$ cat src/rtl/core/fbc_pkg.sv
// Shared types, constants and helpers for the block chain allocator.
// No dependencies; fbc_ctrl, fbc_datapath and the top import it.
package fbc_pkg;

   localparam int NUM_BLOCKS = 1024;
   localparam int FIRST_FREE = 3;
   localparam int ADDR_W     = $clog2(NUM_BLOCKS);

   localparam int MODE_W   = 3;
   localparam int BLOCK_W  = 10;
   localparam int STATUS_W = 2;
   localparam int LINK_W   = 11;
   localparam int COUNT_W  = 11;

   localparam logic [LINK_W-1:0] END_MARK = '1;

   localparam logic [MODE_W-1:0] MODE_FORMAT     = 3'd0;
   localparam logic [MODE_W-1:0] MODE_ALLOC      = 3'd1;
   localparam logic [MODE_W-1:0] MODE_ALLOC_LINK = 3'd2;
   localparam logic [MODE_W-1:0] MODE_FREE       = 3'd3;
   localparam logic [MODE_W-1:0] MODE_FOLLOW     = 3'd4;

   localparam logic [STATUS_W-1:0] ST_OK        = 2'd0;
   localparam logic [STATUS_W-1:0] ST_NO_FREE   = 2'd1;
   localparam logic [STATUS_W-1:0] ST_END_CHAIN = 2'd2;

   typedef struct packed {
      logic [MODE_W-1:0]  mode;
      logic [BLOCK_W-1:0] block;
   } req_type;

   typedef struct packed {
      logic [STATUS_W-1:0] status;
      logic [BLOCK_W-1:0]  block_out;
      logic [COUNT_W-1:0]  freed_count;
   } rsp_type;

   typedef enum logic [3:0] {
      DP_NOP,
      DP_LOAD,
      DP_FMT_WR,
      DP_ALLOC_RD,
      DP_ALLOC_WR,
      DP_LINK_WR,
      DP_FREE_RD,
      DP_FREE_WR,
      DP_FOL_RD,
      DP_FOL_HEAD,
      DP_FOL_CHK,
      DP_FOL_BAD,
      DP_POST
   } dp_op_type;

   typedef struct packed {
      dp_op_type op;
   } cmd_type;

   typedef struct packed {
      logic [MODE_W-1:0] mode;
      logic              head_ok;
      logic              cur_ok;
      logic              blk_ok;
      logic              blk_range;
      logic              blk_zero;
      logic              fmt_last;
      logic              out_free;
   } sts_type;

   // true for a link that names a real, non-head block
   function automatic logic link_is_block(input logic [LINK_W-1:0] v);
      return (v != '0) && (32'(v) < NUM_BLOCKS);
   endfunction

endpackage

$ cat src/rtl/core/fbc_ctrl.sv
// Sequencer of the block chain allocator: issues one datapath command a cycle.
// Depends on fbc_pkg. Holds in its done state while the output is stalled.
module fbc_ctrl (
   input  logic             clock,
   input  logic             reset,
   input  logic             req_valid,
   output logic             req_stall,
   input  fbc_pkg::sts_type sts,
   output fbc_pkg::cmd_type cmd
);
   import fbc_pkg::*;

   typedef enum logic [3:0] {
      S_IDLE,
      S_DISPATCH,
      S_FMT,
      S_ALLOC_RD,
      S_ALLOC_WR,
      S_LINK,
      S_FREE_RD,
      S_FREE_WR,
      S_FOL,
      S_FOL_CHK,
      S_DONE
   } state_type;

   state_type state_ff, state_in;
   logic      stall_ff, stall_in;
   dp_op_type op;

   always_comb begin
      state_in = state_ff;
      stall_in = stall_ff;
      op       = DP_NOP;
      unique case (state_ff)
         S_IDLE: begin
            if (req_valid) begin
               op       = DP_LOAD;
               stall_in = 1'b1;
               state_in = S_DISPATCH;
            end
         end
         S_DISPATCH: begin
            unique case (sts.mode)
               MODE_FORMAT:                state_in = S_FMT;
               MODE_ALLOC, MODE_ALLOC_LINK: state_in = S_ALLOC_RD;
               MODE_FREE:                  state_in = S_FREE_RD;
               MODE_FOLLOW:                state_in = S_FOL;
               default:                    state_in = S_DONE;
            endcase
         end
         S_FMT: begin
            op = DP_FMT_WR;
            if (sts.fmt_last) begin
               state_in = S_DONE;
            end
         end
         S_ALLOC_RD: begin
            op       = DP_ALLOC_RD;
            state_in = sts.head_ok ? S_ALLOC_WR : S_DONE;
         end
         S_ALLOC_WR: begin
            op       = DP_ALLOC_WR;
            state_in = (sts.mode == MODE_ALLOC_LINK && sts.blk_ok) ? S_LINK : S_DONE;
         end
         S_LINK: begin
            op       = DP_LINK_WR;
            state_in = S_DONE;
         end
         S_FREE_RD: begin
            if (sts.cur_ok) begin
               op       = DP_FREE_RD;
               state_in = S_FREE_WR;
            end else begin
               state_in = S_DONE;
            end
         end
         S_FREE_WR: begin
            op       = DP_FREE_WR;
            state_in = S_FREE_RD;
         end
         S_FOL: begin
            priority if (!sts.blk_range) begin
               op       = DP_FOL_BAD;
               state_in = S_DONE;
            end else if (sts.blk_zero) begin
               op       = DP_FOL_HEAD;
               state_in = S_DONE;
            end else begin
               op       = DP_FOL_RD;
               state_in = S_FOL_CHK;
            end
         end
         S_FOL_CHK: begin
            op       = DP_FOL_CHK;
            state_in = S_DONE;
         end
         S_DONE: begin
            if (sts.out_free) begin
               op       = DP_POST;
               stall_in = 1'b0;
               state_in = S_IDLE;
            end
         end
         default: begin
            state_in = S_IDLE;
         end
      endcase
   end

   always_ff @(posedge clock) begin
      if (reset) begin
         state_ff <= S_IDLE;
         stall_ff <= 1'b0;
      end else begin
         state_ff <= state_in;
         stall_ff <= stall_in;
      end
   end

   assign req_stall = stall_ff;
   assign cmd.op    = op;

endmodule

$ cat config.mk
export PLATFORM = sky130hd
export DESIGN_NAME = fbc_ctrl
export DESIGN_NICKNAME = d
export VERILOG_FILES = /design/src/rtl/core/fbc_pkg.sv /design/src/rtl/core/fbc_ctrl.sv
export SDC_FILE = /design/constraint.sdc
export NUM_CORES = 1
export LEC_CHECK = 0
export ABC_AREA = 1
export ABC_CLOCK_PERIOD_IN_PS = 1300
export BUFFER_PORTS_ARGS = -buffer_cell sky130_fd_sc_hd__buf_4
export CAP_MARGIN = 20
export CORE_AREA = 2 2 39 41
export DETAILED_ROUTE_END_ITERATION = 10
export DIE_AREA = 0 0 41 43
export PLACE_DENSITY = 0.73
export SLEW_MARGIN = 10
export SYNTH_ARGS = -nofsm -noshare
export SYNTH_HDL_FRONTEND = slang
export SYNTH_SLANG_ARGS = --single-unit
$ cat constraint.sdc
create_clock -name clock -period 1.3 [get_ports clock]
set_input_delay 0.13 -clock clock [delete_from_list [all_inputs] [get_ports clock]]
set_output_delay 0.13 -clock clock [all_outputs]
set_load 0.005 [all_outputs]
* After elaboration in Yosys (flattened, before gate mapping)
Cells that the tools add are included.
** Operators by class
- Equality and inequality tests :: 17
- Mux-type cells :: 19
- Reductions and logical operators :: 8
** Operators with widths (number)
- one-hot mux 4 bit (10 select lines) :: 2
- two-way mux 4 bit :: 7
- equality test 4 x 3 -> 1 bit (second input constant) :: 4
- one-hot mux 4 bit (4 select lines) :: 1
- equality test 4 bit (second input constant) :: 3
- equality test 4 x 2 -> 1 bit (second input constant) :: 2
- equality test 3 x 2 -> 1 bit (second input constant) :: 2
- two-way mux 2 bit :: 3
- != test 2 bit (second input constant) :: 3
- AND reduction 3 bit :: 2
- equality test 4 x 1 -> 1 bit (second input constant) :: 1
- zero test 4 bit :: 1
- two-way mux 1 bit :: 4
- OR reduction 2 bit :: 2
- equality test 3 x 1 -> 1 bit (second input constant) :: 1
- equality test 3 bit (second input constant) :: 1
- zero test 3 bit :: 1
- two-way mux 3 bit :: 1
- one-hot mux 1 bit (2 select lines) :: 1
- nonzero test 2 bit :: 1
- logical AND 1 bit :: 1
** Storage, ports and cells
- Flip-flop bits (word level) :: 5
- Input bits :: 13

* Logic depth before layout (Yosys ltp)
- Depth after elaboration :: 4
- Mapped depth :: 10

* Least setup slack after synthesis
No wires, ideal clock.
- Path kind :: reg-to-reg
- Start point :: register state_ff[1]
- End point :: register state_ff[3]
- Arrival time :: 1.014 ns
- Setup slack :: 0.171 ns
- Cell stages (with the launch flop) :: 8
- Buffers on the path :: 0
- Clock period less this slack :: 1.129 ns
- Path through :: dfxtp_1 > inv_4 > nor2_8 > nand2_2 > o21ai_2 > nor2_1 > nand2_1 > a21oi_2
** On the way
- Longest elaborated chain between the ends :: 3
- Elaborated cells on any way between the ends :: 17
- Classes of those cells :: eq/ne: 13; mux: 1; reduce/logical: 3
** Ends and longest elaborated chain
- start: declaration :: RTL line fbc_ctrl.sv:27 : state_type state_ff, state_in;
- start signal: assignment :: RTL line fbc_ctrl.sv:116 : state_ff <= state_in;
- equality test 4 bit, or another cell as far along :: RTL line fbc_ctrl.sv:35 : unique case (state_ff)
- OR reduction 2 bit (no line) or != test 2 bit (tied branches)
- one-hot mux 4 bit (10 select lines) or AND reduction 3 bit (tied branches)
Several ways; a longest one is shown, not always the timed one.
A chain may end at the register's enable or synchronous reset.

==> impl_results.md <==
* Hpwl dp at roughly 1.2 mm
* Synthesized cell area at 556 um^2
* Post-Synthesis Cells at 95
* Die width at 41 um
* Slew @ Worst Pin at 0.266 ns
* Fill cells at around 110
* Post-synth EDFFs at 0
* Hold Slack at 0.0720 ns
* Met2 usage at around 37%
* CP Launch Type: register
* Leakage at 0.546 nW
* Max FO, Critical Path at 6
* WP data arrival at around 1.4 ns
* Setup TNS at -0.754 ns
* Final period utilization at 116%
* DRC viols at 0
* Async SR Flop Fraction at 0%
* Initial antenna violation count at 0
* Status: complete, but fails checks
* Compound-Gate Fraction of Synth Area at about 14%
* Mapped Nets at 108
* Largest family of logic cells by synthesized area: simple AND/OR/NAND/NOR gates
* Fmax at 662 MHz
* Fin crit period at 1.51 ns
* Max IR drop VDD at 0.00103 V
* Slew margin rel. at 82.1%
* TritonRoute pass-1 iters at 4
* Min-delay worst type: primary input to register
* Area of the multi-input gates at 508 um^2
* Final setup viols at 7
* RSZ-0062 raised after global routing: true
* #FFs+latches synth at 5
* Synth cell count leaders: nand2_1 (29), nor2_1 (14), inv_1 (9), nand3_1 (6), dfxtp_1 (5)
* First-pass GRT wire length at 3.07 mm
* Total power at 0.00194 W
* Max Slew Vio Count at 0
* Gr usage total at between 20% and 30%
* Post-route ant nets at 0
* Clk Latency, worst-skew pair at 0.26 ns
* Failing checks: negative setup slack
* Iter 0 DRT Violations at 52
* Die area at around 0.0018 mm^2
* RePlAce Congestion at 0.944
* Die H at about 43 um
* TritonCTS clock tree: built
* GR peak layer: met2
* WL/cell at 16.2 um
* Sequential area share after synthesis at a little under a fifth
* Antenna diodes at 0
* Critical Path RT at ~1.2 ns
* Ranking of synthesized cells by area: nand2_1 (20%), dfxtp_1 (18%), nor2_1 (9.5%)
* Row Count at 14
* Area leader, netlist: nand2_1
* CP endpoint kind: output pin
* Worst Slack Setup Final at -0.210 ns
* Pin count of the biggest net entering global routing at 7
* Layout Nets at 144
* Unique masters post-synth at 25
* Detailed Route WL at 2.37 mm
* Pre-CTS setup slack at -0.00346 ns
* Vias per std cell at approximately 5.5
* Maximum level of the CTS H-tree at 1
* Area grow syn2layout at 81.1%
* CTS sink cnt at 5
* Adder-Cell Fraction of Synth Area at 0%
* Prevailing post-synth register cell: dfxtp_1
* Initial Util at 40.1%
* Most common cell in the netlist: nand2_1
* WS Path Type: register to output pin
* Final hold violation count at 0
* Remaining Overflow, GRT at 0
* Sequential cell area at around 120 um^2
* Syn. warnings at 0
* Mux contribution to synthesized area at 0%
* Via count at 805
* Core area at 0.00138 mm^2
* Syn Area/Cell at 5.85 um^2
* Simple-gate share of the synthesized area at a little under three fifths
* Vias in the first global route at ~710
* CTS buffer count at 3
* Port Buffers at 17
* IO Pins at 18
* Post-synthesis xor/xnor area fraction at 0%
* CTS max path bufs at 2
* Worst Skew at 0.00272 ns
* Pwr/cell area at a little under 2000 mW/mm^2
* Clk slew on worst S/H paths at 0.05 ns
* M3 GR Usage at under 10%
* Layout cells sized above 1 at 56.2%
* Yosys top cell area share at approximately 20%
* Clock root buffer: clkbuf_4
* Met1 Track Usage GR at 32.7%
* Max-cap violation count at 0
[sequential cells by signal, summed over array words and instances, names as in the netlist]
name	flops
req_stall	1
state_ff	4
[cell usage in the layout, fill, tap and decap left out, types with 2 or more instances in the layout]
cell	n
nor2_4	6
inv_1	9
nor2_1	9
inv_4	2
dfxtp_4	4
nand2_2	7
nand3_1	3
a21oi_2	2
a21oi_1	3
buf_4	23
nor2_2	4
nand2_1	23
nand3_2	3
nand2_4	2
buf_6	8
clkbuf_4	3
inv_2	2
o211ai_1	2
[kinds of logic (layout without fill, tap and decap cells)]
logic type,count (synthesis),in the layout
and+or+nand+nor,64,64
buffers and inverters,14,49
AOI/OAI and AO/OA,12,12
DFF,5,5
[power breakdown]
part           switching [W]  leakage (nW)  internal [W]
sequential          0.000131        0.0439      0.000231
combinational       0.000753         0.488      0.000622
clock              0.0000849        0.0150      0.000117
[through the flow]
stage | instances | cell area, um^2 | utilization (%)
6_report | 146 | 1010 | 72.7
3_3_place_gp | 129 | 711 | 51.4
5_1_grt | 146 | 1010 | 72.7
2_1_floorplan | 95 | 556 | -
4_1_cts | 140 | 871 | 62.9
3_5_place_dp | 129 | 711 | 51.4
[metal layers]
layer	share of wire, %	vias up
met1	40	362
met3	6.3	19
met2	49	48
met5	0	-
met4	5.1	0
li1	-	376
[timing repair]
item | in CTS | in global routing
pin swaps | 6 | 18
resized for setup | 20 | 23
hold buffers | 0 | 0
endpoints found under the setup margin | 5 | 7
hold endpoints to repair | 0 | 0
buffers inserted | 7 | 7
[layout make-up]
| class | instances | share of cell area (%) |
|---|---|---|
| multi-input cells | 76 | 50.5 |
| repair buffers | 32 | 28.1 |
| flip-flops and latches | 5 | 11.4 |
| inverters | 13 | 5.35 |
| clock buffers | 4 | 2.61 |
| well taps | 16 | 1.99 |
[critical path, stage by stage (launching register included)]
cell and delay, ns:
dfxtp_4 0.39, buf_6 0.13, o211ai_1 0.25, o2111ai_2 0.17, buf_4 0.17
[path summary, 6_finish.rpt]
path	slack, ns	start	to	depth (start not counted)
max	-0.21	state_ff[0]	cmd[1]	4
min	0.07	reset	state_ff[3]	2
max reg2reg	-0.06	state_ff[0]	state_ff[3]	8
min reg2reg	0.51	req_stall	req_stall	2
No activity file was read; power rests on OpenSTA's default activity.
